$ cat config.mk
export PLATFORM = sky130hd
export DESIGN_NAME = delimited_frame_extractor_core_flat
export DESIGN_NICKNAME = d
export VERILOG_FILES = /design/src/design/dfe_pkg.sv /design/src/design/dfe_if.sv /design/src/design/dfe_cfg_regs.sv /design/src/design/dfe_cell.sv /design/src/design/delimited_frame_extractor_core.sv /design/src/flat_wrapper.sv
export VERILOG_INCLUDE_DIRS = /design/src /design/src/design
export SDC_FILE = /design/constraint.sdc
export NUM_CORES = 1
export LEC_CHECK = 0
export BUFFER_PORTS_ARGS = -buffer_cell sky130_fd_sc_hd__buf_2
export CAP_MARGIN = 20
export CORE_ASPECT_RATIO = 1.25
export CORE_MARGIN = 4
export CORE_UTILIZATION = 40
export DETAILED_ROUTE_END_ITERATION = 10
export SYNTH_ARGS = -nofsm -noshare
export SYNTH_HDL_FRONTEND = slang
export SYNTH_SLANG_ARGS = --single-unit
$ cat constraint.sdc
create_clock -name clk -period 6.2 [get_ports clk]
set_input_delay 0.31 -clock clk [delete_from_list [all_inputs] [get_ports clk]]
set_output_delay 0.31 -clock clk [all_outputs]
set_load 0.05 [all_outputs]
$ cat src/design/delimited_frame_extractor_core_defines.svh
// Assertion macros shared by the deframer RTL.
// Both expect clk and rst_n in scope at the place of use.
`ifndef DELIMITED_FRAME_EXTRACTOR_CORE_DEFINES_SVH
`define DELIMITED_FRAME_EXTRACTOR_CORE_DEFINES_SVH

// Same-cycle implication.
`define DFE_ASSERT_IMP(lbl, cond, prop, msg) \
  lbl: assert property (@(posedge clk) disable iff (!rst_n) (cond) |-> (prop)) \
    else $error(msg);

// Next-cycle implication.
`define DFE_ASSERT_NXT(lbl, cond, prop, msg) \
  lbl: assert property (@(posedge clk) disable iff (!rst_n) (cond) |=> (prop)) \
    else $error(msg);

`endif

$ cat src/design/dfe_pkg.sv
package dfe_pkg;

  // Frame store depth and pattern limits
  localparam int FRAME_MAX = 64;
  localparam int PAT_MAX   = 4;
  localparam int PAT_CAP   = (PAT_MAX < 4) ? PAT_MAX : 4;

  localparam int CNT_W = $clog2(FRAME_MAX + 1);
  localparam int IDX_W = $clog2(FRAME_MAX);
  localparam int REC_W = 8 * PAT_CAP;

  // Byte counter after a delimiter, saturating
  localparam int         BSS_W   = 4;
  localparam logic [3:0] BSS_SAT = 4'd8;

  // Register file
  localparam int         ADDR_W = 5;
  localparam int         DATA_W = 32;
  localparam logic [2:0] REG_FIXED_MODE    = 3'd0;
  localparam logic [2:0] REG_START_PATTERN = 3'd1;
  localparam logic [2:0] REG_START_LENGTH  = 3'd2;
  localparam logic [2:0] REG_END_PATTERN   = 3'd3;
  localparam logic [2:0] REG_END_LENGTH    = 3'd4;
  localparam logic [2:0] REG_FRAME_LIMIT   = 3'd5;

  // Clamped configuration seen by the datapath
  typedef struct packed {
    logic             fixed;
    logic [31:0]      start_pat;
    logic [31:0]      end_pat;
    logic [2:0]       sl;
    logic [2:0]       el;
    logic [CNT_W-1:0] lim;
    logic             restart;
  } cfg_t;

  // Broadcast control for the cell row
  typedef struct packed {
    logic             shift;
    logic             wr_en;
    logic [IDX_W-1:0] wr_ptr;
    logic [7:0]       wr_byte;
    logic             hdr_load;
    logic [2:0]       hdr_cnt;
    logic [31:0]      hdr_pat;
  } cell_ctl_t;

endpackage

$ cat src/design/dfe_if.sv
// Received byte channel
interface dfe_in_if;
  logic       valid;
  logic       ready;
  logic [7:0] rx_byte;
  modport source (output valid, output rx_byte, input ready);
  modport sink (input valid, input rx_byte, output ready);
endinterface

// Frame byte channel
interface dfe_out_if;
  logic       valid;
  logic       ready;
  logic [7:0] frame_byte;
  logic       frame_last;
  modport source (output valid, output frame_byte, output frame_last, input ready);
  modport sink (input valid, input frame_byte, input frame_last, output ready);
endinterface

$ cat src/design/dfe_cfg_regs.sv
module dfe_cfg_regs (
  input  logic                        clk,
  input  logic                        rst_n,
  input  logic                        psel,
  input  logic                        penable,
  input  logic                        pwrite,
  input  logic [dfe_pkg::ADDR_W-1:0]  paddr,
  input  logic [dfe_pkg::DATA_W-1:0]  pwdata,
  output logic [dfe_pkg::DATA_W-1:0]  prdata,
  output logic                        pready,
  output dfe_pkg::cfg_t               cfg
);

  logic        fixed_r;
  logic [31:0] start_pat_r;
  logic [2:0]  start_len_r;
  logic [31:0] end_pat_r;
  logic [2:0]  end_len_r;
  logic [6:0]  limit_r;
  logic        wr;
  logic        wr_known;
  logic [2:0]  reg_sel;

  assign pready   = 1'b1;
  assign wr       = psel && penable && pwrite;
  assign reg_sel  = paddr[dfe_pkg::ADDR_W-1:2];
  assign wr_known = wr && (reg_sel <= dfe_pkg::REG_FRAME_LIMIT);

  // Register writes
  always_ff @(posedge clk) begin
    if (!rst_n) begin
      fixed_r     <= 1'b0;
      start_pat_r <= '0;
      start_len_r <= 3'd1;
      end_pat_r   <= '0;
      end_len_r   <= 3'd1;
      limit_r     <= 7'd64;
    end else begin
      if (wr) begin
        case (reg_sel)
          dfe_pkg::REG_FIXED_MODE:    fixed_r     <= pwdata[0];
          dfe_pkg::REG_START_PATTERN: start_pat_r <= pwdata[31:0];
          dfe_pkg::REG_START_LENGTH:  start_len_r <= pwdata[2:0];
          dfe_pkg::REG_END_PATTERN:   end_pat_r   <= pwdata[31:0];
          dfe_pkg::REG_END_LENGTH:    end_len_r   <= pwdata[2:0];
          dfe_pkg::REG_FRAME_LIMIT:   limit_r     <= pwdata[6:0];
          default:                    ;
        endcase
      end
    end
  end

  // Read back
  always_comb begin
    case (reg_sel)
      dfe_pkg::REG_FIXED_MODE:    prdata = dfe_pkg::DATA_W'(fixed_r);
      dfe_pkg::REG_START_PATTERN: prdata = dfe_pkg::DATA_W'(start_pat_r);
      dfe_pkg::REG_START_LENGTH:  prdata = dfe_pkg::DATA_W'(start_len_r);
      dfe_pkg::REG_END_PATTERN:   prdata = dfe_pkg::DATA_W'(end_pat_r);
      dfe_pkg::REG_END_LENGTH:    prdata = dfe_pkg::DATA_W'(end_len_r);
      dfe_pkg::REG_FRAME_LIMIT:   prdata = dfe_pkg::DATA_W'(limit_r);
      default:                    prdata = '0;
    endcase
  end

  // Clamp lengths and limit into their working ranges
  always_comb begin
    cfg.fixed     = fixed_r;
    cfg.start_pat = start_pat_r;
    cfg.end_pat   = end_pat_r;
    // Restart lands on the same edge as the write to a known register
    cfg.restart   = wr_known;
    cfg.sl = (start_len_r > 3'(dfe_pkg::PAT_CAP)) ? 3'(dfe_pkg::PAT_CAP) : start_len_r;
    if (end_len_r == 3'd0) cfg.el = 3'd1;
    else if (end_len_r > 3'(dfe_pkg::PAT_CAP)) cfg.el = 3'(dfe_pkg::PAT_CAP);
    else cfg.el = end_len_r;
    if (limit_r == 7'd0) cfg.lim = dfe_pkg::CNT_W'(1);
    else if (8'(limit_r) > 8'(dfe_pkg::FRAME_MAX)) cfg.lim = dfe_pkg::CNT_W'(dfe_pkg::FRAME_MAX);
    else cfg.lim = dfe_pkg::CNT_W'(limit_r);
  end

endmodule

$ cat src/design/dfe_cell.sv
module dfe_cell (
  input  logic                       clk,
  input  logic [dfe_pkg::IDX_W-1:0]  cell_idx,
  input  dfe_pkg::cell_ctl_t         ctl,
  input  logic [7:0]                 nbr_byte,
  output logic [7:0]                 cell_byte
);

  logic [7:0] data_r;
  logic [7:0] data_nxt;
  logic       hdr_hit;
  logic [1:0] hdr_sel;
  logic [7:0] hdr_byte;

  // Header bytes land in the first cells in one step
  assign hdr_hit  = ctl.hdr_load &&
                    (dfe_pkg::CNT_W'(cell_idx) < dfe_pkg::CNT_W'(ctl.hdr_cnt));
  assign hdr_sel  = 2'(cell_idx);
  assign hdr_byte = 8'(ctl.hdr_pat >> {hdr_sel, 3'b000});

  // Header load, then direct write, then shift from the neighbor
  always_comb begin
    data_nxt = data_r;
    if (hdr_hit) data_nxt = hdr_byte;
    else if (ctl.wr_en && (cell_idx == ctl.wr_ptr)) data_nxt = ctl.wr_byte;
    else if (ctl.shift) data_nxt = nbr_byte;
  end

  always_ff @(posedge clk) begin
    data_r <= data_nxt;
  end

  assign cell_byte = data_r;

endmodule

$ cat src/design/delimited_frame_extractor_core.sv
// Delimited frame extractor.
// in_ch carries received bytes, one per transfer; out_ch carries frame bytes
// in order with frame_last on the final byte. Configuration is an APB-style
// port (pready always high); a write to a defined register restarts framing
// on its access edge.
// Bytes sit in a row of 64 byte cells. When a byte closes a frame, the first
// frame byte is offered on the next cycle and the row shifts one cell toward
// cell 0 per out transfer.
// Sustained rate: one byte per cycle while no frame drains; the input is
// held off while each emitted frame drains, output stalls included.
// in_ch.ready is low exactly while a frame is draining.
// If the receiver stalls, the current frame byte and frame_last hold.
// Reset (rst_n low, synchronous) returns to hunting for a start pattern with
// delimiter mode, start/end length 1, patterns zero and a 64-byte limit.
// Cell contents need no clearing after reset.
`include "delimited_frame_extractor_core_defines.svh"

module delimited_frame_extractor_core (
  input  logic                        clk,
  input  logic                        rst_n,
  dfe_in_if.sink                      in_ch,
  dfe_out_if.source                   out_ch,
  input  logic                        psel,
  input  logic                        penable,
  input  logic                        pwrite,
  input  logic [dfe_pkg::ADDR_W-1:0]  paddr,
  input  logic [dfe_pkg::DATA_W-1:0]  pwdata,
  output logic [dfe_pkg::DATA_W-1:0]  prdata,
  output logic                        pready
);

  localparam int CW = dfe_pkg::CNT_W;
  localparam int IW = dfe_pkg::IDX_W;
  localparam int RW = dfe_pkg::REC_W;
  localparam int BW = dfe_pkg::BSS_W;

  dfe_pkg::cfg_t      cfg;
  dfe_pkg::cell_ctl_t cell_ctl;
  logic [7:0]         cell_q [dfe_pkg::FRAME_MAX];

  logic          inside_r, inside_nxt;
  logic [RW-1:0] rec_r, rec_nxt;
  logic [CW-1:0] stored_r, stored_nxt;
  logic [BW-1:0] bss_r, bss_nxt;
  logic [CW-1:0] fill_r, fill_nxt;
  logic [CW-1:0] emit_cnt_r, emit_cnt_nxt;

  logic          in_xfer, out_xfer;
  logic [7:0]    rx;
  logic [RW-1:0] rec_shift;
  logic          start_hit, end_hit;

  // Last len received bytes against pattern bytes, oldest first
  function automatic logic tail_match(logic [RW-1:0] rec, logic [31:0] pat,
                                      logic [2:0] len);
    logic ok;
    logic m;
    ok = 1'b1;
    for (int l = 1; l <= dfe_pkg::PAT_CAP; l++) begin
      m = 1'b1;
      for (int k = 0; k < l; k++) begin
        m &= (rec[8*(l-1-k) +: 8] == pat[8*k +: 8]);
      end
      if (len == 3'(l)) ok = m;
    end
    return ok;
  endfunction

  function automatic logic [BW-1:0] sat_inc(logic [BW-1:0] v);
    return (v < dfe_pkg::BSS_SAT) ? v + BW'(1) : v;
  endfunction

  dfe_cfg_regs u_cfg (
    .clk     (clk),
    .rst_n   (rst_n),
    .psel    (psel),
    .penable (penable),
    .pwrite  (pwrite),
    .paddr   (paddr),
    .pwdata  (pwdata),
    .prdata  (prdata),
    .pready  (pready),
    .cfg     (cfg)
  );

  // Row of byte cells, each shifting toward cell 0
  for (genvar i = 0; i < dfe_pkg::FRAME_MAX; i++) begin : g_cell
    logic [7:0] nbr;
    if (i == dfe_pkg::FRAME_MAX - 1) begin : g_end
      assign nbr = 8'h00;
    end else begin : g_mid
      assign nbr = cell_q[i+1];
    end
    dfe_cell u_cell (
      .clk       (clk),
      .cell_idx  (IW'(i)),
      .ctl       (cell_ctl),
      .nbr_byte  (nbr),
      .cell_byte (cell_q[i])
    );
  end

  // Handshakes
  assign in_ch.ready       = (emit_cnt_r == '0);
  assign out_ch.valid      = (emit_cnt_r != '0);
  assign out_ch.frame_byte = cell_q[0];
  assign out_ch.frame_last = (emit_cnt_r == CW'(1));
  assign in_xfer  = in_ch.valid && in_ch.ready;
  assign out_xfer = out_ch.valid && out_ch.ready;
  assign rx       = in_ch.rx_byte;

  assign rec_shift = {rec_r[RW-9:0], rx};
  assign start_hit = tail_match(rec_shift, cfg.start_pat, cfg.sl);
  assign end_hit   = tail_match(rec_shift, cfg.end_pat, cfg.el);

  // Framing control
  always_comb begin
    logic          full;
    logic [7:0]    first;
    logic [CW-1:0] fill_after;
    logic [CW-1:0] base_stored;
    logic [BW-1:0] base_bss;
    logic [BW-1:0] bss_inc;
    logic          wr_ok;
    logic [CW-1:0] stored_after;
    logic [CW-1:0] sl_ext;

    inside_nxt   = inside_r;
    rec_nxt      = rec_r;
    stored_nxt   = stored_r;
    bss_nxt      = bss_r;
    fill_nxt     = fill_r;
    emit_cnt_nxt = out_xfer ? emit_cnt_r - CW'(1) : emit_cnt_r;

    cell_ctl          = '0;
    cell_ctl.shift    = out_xfer;
    cell_ctl.wr_byte  = rx;
    cell_ctl.hdr_pat  = cfg.start_pat;

    full         = (fill_r >= cfg.lim);
    first        = '0;
    fill_after   = '0;
    base_stored  = inside_r ? stored_r : '0;
    base_bss     = inside_r ? bss_r : '0;
    bss_inc      = '0;
    wr_ok        = 1'b0;
    stored_after = '0;
    sl_ext       = CW'(cfg.sl);

    if (cfg.restart) begin
      inside_nxt = 1'b0;
      rec_nxt    = '0;
      stored_nxt = '0;
      bss_nxt    = '0;
      fill_nxt   = '0;
    end else if (in_xfer && cfg.fixed) begin
      // Sliding window: shift once full, else append
      if (full) begin
        cell_ctl.shift  = 1'b1;
        cell_ctl.wr_ptr = IW'(cfg.lim - CW'(1));
        first           = (cfg.lim > CW'(1)) ? cell_q[1] : rx;
        fill_after      = cfg.lim;
      end else begin
        cell_ctl.wr_ptr = IW'(fill_r);
        first           = (fill_r == '0) ? rx : cell_q[0];
        fill_after      = fill_r + CW'(1);
      end
      cell_ctl.wr_en = 1'b1;
      if ((fill_after == cfg.lim) && (first == cfg.start_pat[7:0]) &&
          (rx == cfg.end_pat[7:0])) begin
        fill_nxt     = '0;
        emit_cnt_nxt = cfg.lim;
      end else begin
        fill_nxt = fill_after;
      end
    end else if (in_xfer) begin
      rec_nxt = rec_shift;
      if (!inside_r && (cfg.sl != 3'd0)) begin
        // Hunting for the start pattern
        bss_inc = sat_inc(bss_r);
        if ((bss_inc >= BW'(cfg.sl)) && start_hit) begin
          inside_nxt        = 1'b1;
          bss_nxt           = '0;
          stored_nxt        = (sl_ext < cfg.lim) ? sl_ext : cfg.lim;
          cell_ctl.hdr_load = 1'b1;
          cell_ctl.hdr_cnt  = 3'(stored_nxt);
        end else begin
          bss_nxt = bss_inc;
        end
      end else begin
        // Collecting; a headerless frame opens on this byte
        wr_ok           = (base_stored < cfg.lim);
        cell_ctl.wr_en  = wr_ok;
        cell_ctl.wr_ptr = IW'(base_stored);
        stored_after    = base_stored + CW'(wr_ok);
        bss_inc         = sat_inc(base_bss);
        if ((bss_inc >= BW'(cfg.el)) && end_hit) begin
          inside_nxt   = 1'b0;
          stored_nxt   = '0;
          bss_nxt      = '0;
          emit_cnt_nxt = stored_after;
        end else begin
          inside_nxt = 1'b1;
          stored_nxt = stored_after;
          bss_nxt    = bss_inc;
        end
      end
    end
  end

  always_ff @(posedge clk) begin
    if (!rst_n) begin
      inside_r   <= 1'b0;
      rec_r      <= '0;
      stored_r   <= '0;
      bss_r      <= '0;
      fill_r     <= '0;
      emit_cnt_r <= '0;
    end else begin
      inside_r   <= inside_nxt;
      rec_r      <= rec_nxt;
      stored_r   <= stored_nxt;
      bss_r      <= bss_nxt;
      fill_r     <= fill_nxt;
      emit_cnt_r <= emit_cnt_nxt;
    end
  end

  // Checks
  `DFE_ASSERT_IMP(a_emit_range, out_ch.valid, emit_cnt_r <= CW'(dfe_pkg::FRAME_MAX), "emit count beyond frame store")
  `DFE_ASSERT_NXT(a_last_ends, out_xfer && out_ch.frame_last, !out_ch.valid, "frame continues after last byte")
  `DFE_ASSERT_NXT(a_burst_holds, out_xfer && !out_ch.frame_last, out_ch.valid, "frame burst broken before last byte")
  `DFE_ASSERT_IMP(a_stored_lim, !cfg.fixed, stored_r <= cfg.lim, "stored count beyond frame limit")
  `DFE_ASSERT_IMP(a_fill_lim, cfg.fixed, fill_r <= cfg.lim, "window fill beyond frame limit")

endmodule

$ cat src/flat_wrapper.sv
// flat-port wrapper written by rule: the top's interface ports become plain ports
module delimited_frame_extractor_core_flat 
  (clk, rst_n, psel, penable, pwrite, paddr, pwdata, prdata, pready, in_ch_valid, in_ch_rx_byte, in_ch_ready, out_ch_valid, out_ch_frame_byte, out_ch_frame_last, out_ch_ready);
  dfe_in_if in_ch_i ();
  dfe_out_if out_ch_i ();
  input  logic clk;
  input  logic rst_n;
  input  logic psel;
  input  logic penable;
  input  logic pwrite;
  input  logic [dfe_pkg::ADDR_W-1:0] paddr;
  input  logic [dfe_pkg::DATA_W-1:0] pwdata;
  output logic [dfe_pkg::DATA_W-1:0] prdata;
  output logic pready;
  input wire logic [$bits(in_ch_i.valid)-1:0] in_ch_valid;
  input wire logic [$bits(in_ch_i.rx_byte)-1:0] in_ch_rx_byte;
  output wire logic [$bits(in_ch_i.ready)-1:0] in_ch_ready;
  output wire logic [$bits(out_ch_i.valid)-1:0] out_ch_valid;
  output wire logic [$bits(out_ch_i.frame_byte)-1:0] out_ch_frame_byte;
  output wire logic [$bits(out_ch_i.frame_last)-1:0] out_ch_frame_last;
  input wire logic [$bits(out_ch_i.ready)-1:0] out_ch_ready;
  assign in_ch_i.valid = in_ch_valid;
  assign in_ch_i.rx_byte = in_ch_rx_byte;
  assign in_ch_ready = in_ch_i.ready;
  assign out_ch_valid = out_ch_i.valid;
  assign out_ch_frame_byte = out_ch_i.frame_byte;
  assign out_ch_frame_last = out_ch_i.frame_last;
  assign out_ch_i.ready = out_ch_ready;
  delimited_frame_extractor_core u_core (.clk(clk), .rst_n(rst_n), .in_ch(in_ch_i), .out_ch(out_ch_i), .psel(psel), .penable(penable), .pwrite(pwrite), .paddr(paddr), .pwdata(pwdata), .prdata(prdata), .pready(pready));
endmodule
==> impl_results.md <==
- Status: completed
- Die area: roughly 0.086 mm^2
- TritonCTS Buffers: 70
- HP Class: input port to flip-flop
- Std-Cell Rows: about 120
- Mapped Nets: between 2k and 3k
- Warnings from Yosys: 0
- Wirelength per Cell: about 23 um
- Drc violations: 0
- NumNets Final: 2740
- Placement Setup Slack: just over 0.8 ns
- Routed Antenna Nets: 0
- Setup TNS: 0 ns
- Global Route Usage Sum: approximately 20%
- Final period demand of the worst path: 5.414 ns
- Antenna violations before repair: 0
- Simple-gate area share of the yosys netlist: roughly 9.6%
- Most frequent cells in the layout: edfxtp_1 (512), mux2_2 (501), nand2_1 (341), dfxtp_1 (128), xor2_1 (105)
- Crit path cell chain: nor3_2 > a21oi_1 > or2_2 > inv_1 > ha_1 > nand2b_1 > a31oi_1 > o21a_1 > buf_4 > o211ai_1 > a21oi_1 > nor4b_1 > buf_4 > and2_1 > mux2_2 > mux2_2
- Worst Setup End Kind: flip-flop
- Lkg Pwr: 13.00 nW
- Mean Syn Cell Area: between 10 and 15 um^2
- Max cap viols: 0
- Largest net degree at the start of global routing: 85
- Number of buffers added for setup after CTS: 0
- Design Area, Final: approximately 0.037 mm^2
- Final GP Congestion: 0.9552
- F_max: 0.1847 GHz
- Starting Density: 40.43%
- Pre-antenna DRT Iters: 5
- Post-synthesis adder-cell area fraction: ~1.2%
- Commonest non-fill, non-tap cell in the layout: edfxtp_1
- Number of synthesized register bits: 640
- First-pass GRT wire length: around 130000 um
- Post-synth cell types: just over 80
- Most used DFF post-synth: edfxtp_1
- Sequential-to-total area share from yosys stat: between 50% and 60%
- DP Area: ~0.034 mm^2
- Gate Count Post-Synth: 2613
- Gr ovfl total: 0
- Power Density: roughly 400 mW/mm^2
- Worst-path clk slew: ~0.06 ns
- Final wirelength: 87020 um
- CTS Buffer Depth: 3
- Core ar.: 0.08026 mm^2
- HPWL after detailed placement: slightly below 60000 um
- Tcrit/Tclk final: between 80 and 90%
- XOR/XNOR Fraction of Synth Area: under 10%
- Peak supply drop: approximately 0.19 mV
- Worst-case clock skew: 0.02239 ns
- Share of layout cells above drive strength 1: about 29%
- Chip height: 326.5 um
- Multiplexer share of the synthesized area: 19.35%
- Slew Limit Fails: 0
- Largest family of logic cells by synthesized area: multiplexers
- Vias in the first global route: 22.08k
- Worst-path fanout max: 23
- Final core occ: between 40% and 50%
- Crit path largest cell delay: around 0.52 ns
- Clock Latency Late Sink: 0.62 ns
- Top delay family on crit path: simple AND/OR/NAND/NOR gates
- Fillcell total: 7159
- Post-route insts no fill: 3777
- TritonCTS Sinks: 640
- CTS tree: built
- H-tree depth: 3
- Die Wd: between 200 and 300 um
- Post-synthesis compound-gate area fraction: approximately 6.6%
- Post-Syn Area: approximately 0.032 mm^2
- Clk root buf: clkbuf_16
- Post-synth EDFFs: just over 500
- Setup crit start kind: flip-flop
- Inst Count DP: about 3.6k
- DR vias/cell: around 5.6
- Buf/Inv on CP: 3
- WP data required: roughly 6.6 ns
- Port bufs: between 90 and 100
- Final setup vio count: 0
- Measured slew at the worst slew-check pin: 0.9989 ns
- Final worst slack: ~0.79 ns
- Rel. slew slack: approximately 33%
- Boundary Pins: 96
- Initial DRC Count: ~1.7k
- Path type of the worst setup path: flip-flop to flip-flop
- Max stage delay cell, worst path: a21oi_1
- Synthesis-to-layout area growth: 12.49%
- Asr flop ratio synth: 0%
- Hold Violations, Final: 0
- Unrepaired setup endpoints after global routing: false
- Critical Path AT: between 5 and 6 ns
- DR vias: 21.10k
## flip-flops by register name, summed over array words and instances (netlist names)
| register | flops |
|---|---|
| u_core.g_cell.u_cell.cell_byte | 512 |
| u_core.u_cfg.end_pat_r | 32 |
| u_core.u_cfg.start_pat_r | 32 |
| u_core.rec_r | 24 |
| u_core.emit_cnt_r | 7 |
| u_core.fill_r | 7 |
| u_core.stored_r | 7 |
| u_core.u_cfg.limit_r | 7 |
| u_core.bss_r | 4 |
| u_core.u_cfg.end_len_r | 3 |
| u_core.u_cfg.start_len_r | 3 |
| u_core.inside_r | 1 |
| u_core.u_cfg.fixed_r | 1 |
## cells by family after synthesis
group,count (synthesis)
simple gates,650
flops,640
mux,563
compound gates,303
buf+inv,238
xor+xnor,187
fa+ha+maj,31
other cells,1
## timing repair
item | in CTS | in global routing
resized for setup | 0 | 0
hold endpoints to repair | 68 | 0
hold buffers | 32 | 0
## worst min-delay path, delay by kind of cell
family,cells,cell delay (ns)
AND/OR/NAND/NOR,1,0.07
buffers and inverters,1,0.18
AO/OA/AOI/OAI,1,0.06
## path summary, 6_finish.rpt
check                           slack [ns]  cells after the start                                   end                     from
worst max-delay path                  0.79                     16  u_core.g_cell[4].u_cell.cell_byte[7]  u_core.u_cfg.limit_r[2]
worst max register to register        0.79                     16  u_core.g_cell[4].u_cell.cell_byte[7]  u_core.u_cfg.limit_r[2]
worst min-delay path                  0.06                      3                       u_core.rec_r[0]         in_ch_rx_byte[0]
worst min register to register        0.50                      2                      u_core.rec_r[19]         u_core.rec_r[19]
## cell type report
type | instances | area, um^2 | area share (%)
clock buffer | 87 | 1815 | 4.973
timing repair buffer | 188 | 1294 | 3.544
sequential | 640 | 17940 | 49.13
antenna | 1 | 2.502 | 0.006855
tap | 1062 | 1329 | 3.640
inverter | 22 | 82.58 | 0.2262
multi-input combinational | 1735 | 13620 | 37.31
clock inverter | 42 | 425.4 | 1.165
## synth_stat cells (6+ instances only)
library cell / instances / share of area (%)
nor2b_1: 16 / 0.31
and3_1: 8 / 0.15
ha_1: 31 / 1.2
nand2_2: 10 / 0.19
nand2_1: 341 / 3.9
mux2_2: 501 / 17
mux2i_1: 49 / 1.5
xor2_1: 105 / 2.8
o31ai_1: 7 / 0.16
nand2b_1: 23 / 0.44
nor3_1: 25 / 0.39
nand3b_1: 7 / 0.16
o21ai_0: 61 / 0.94
nor4_1: 33 / 0.64
dfxtp_1: 128 / 7.9
a21oi_1: 58 / 0.89
a22o_1: 26 / 0.70
mux2_1: 13 / 0.45
nand3_1: 35 / 0.54
a211oi_1: 9 / 0.21
inv_1: 18 / 0.21
o32a_1: 6 / 0.19
o211ai_1: 11 / 0.25
buf_2: 17 / 0.26
clkbuf_1: 164 / 1.9
nor2_1: 52 / 0.60
a21boi_0: 64 / 1.5
xnor2_1: 82 / 2.2
buf_1: 29 / 0.34
edfxtp_1: 512 / 47
and2_1: 35 / 0.67
nand4_1: 31 / 0.60
## power breakdown
group          switching [mW]  internal (mW)  total (mW)
sequential              0.516           6.84        7.36
clock                    1.78           2.30        4.07
combinational            1.96           1.24        3.20
## per-stage QoR
step	hold WS (ns)	total power, mW
after floorplan	0.4385	9.610
after global placement	0.4789	10.47
after detailed placement	0.4909	10.62
after CTS	0.007773	14.76
after global routing	0.03406	15.31
final	0.05773	14.62
## metal layers
metal,global-route usage [%],vias up,wire (um)
met1,22.59,10620,34420
met3,2.960,204,3999
met4,8.545,0,3669
met5,0,-,0
li1,-,9652,-
met2,36.05,621,44930
Note: power is estimated with default switching activity, not from simulation.
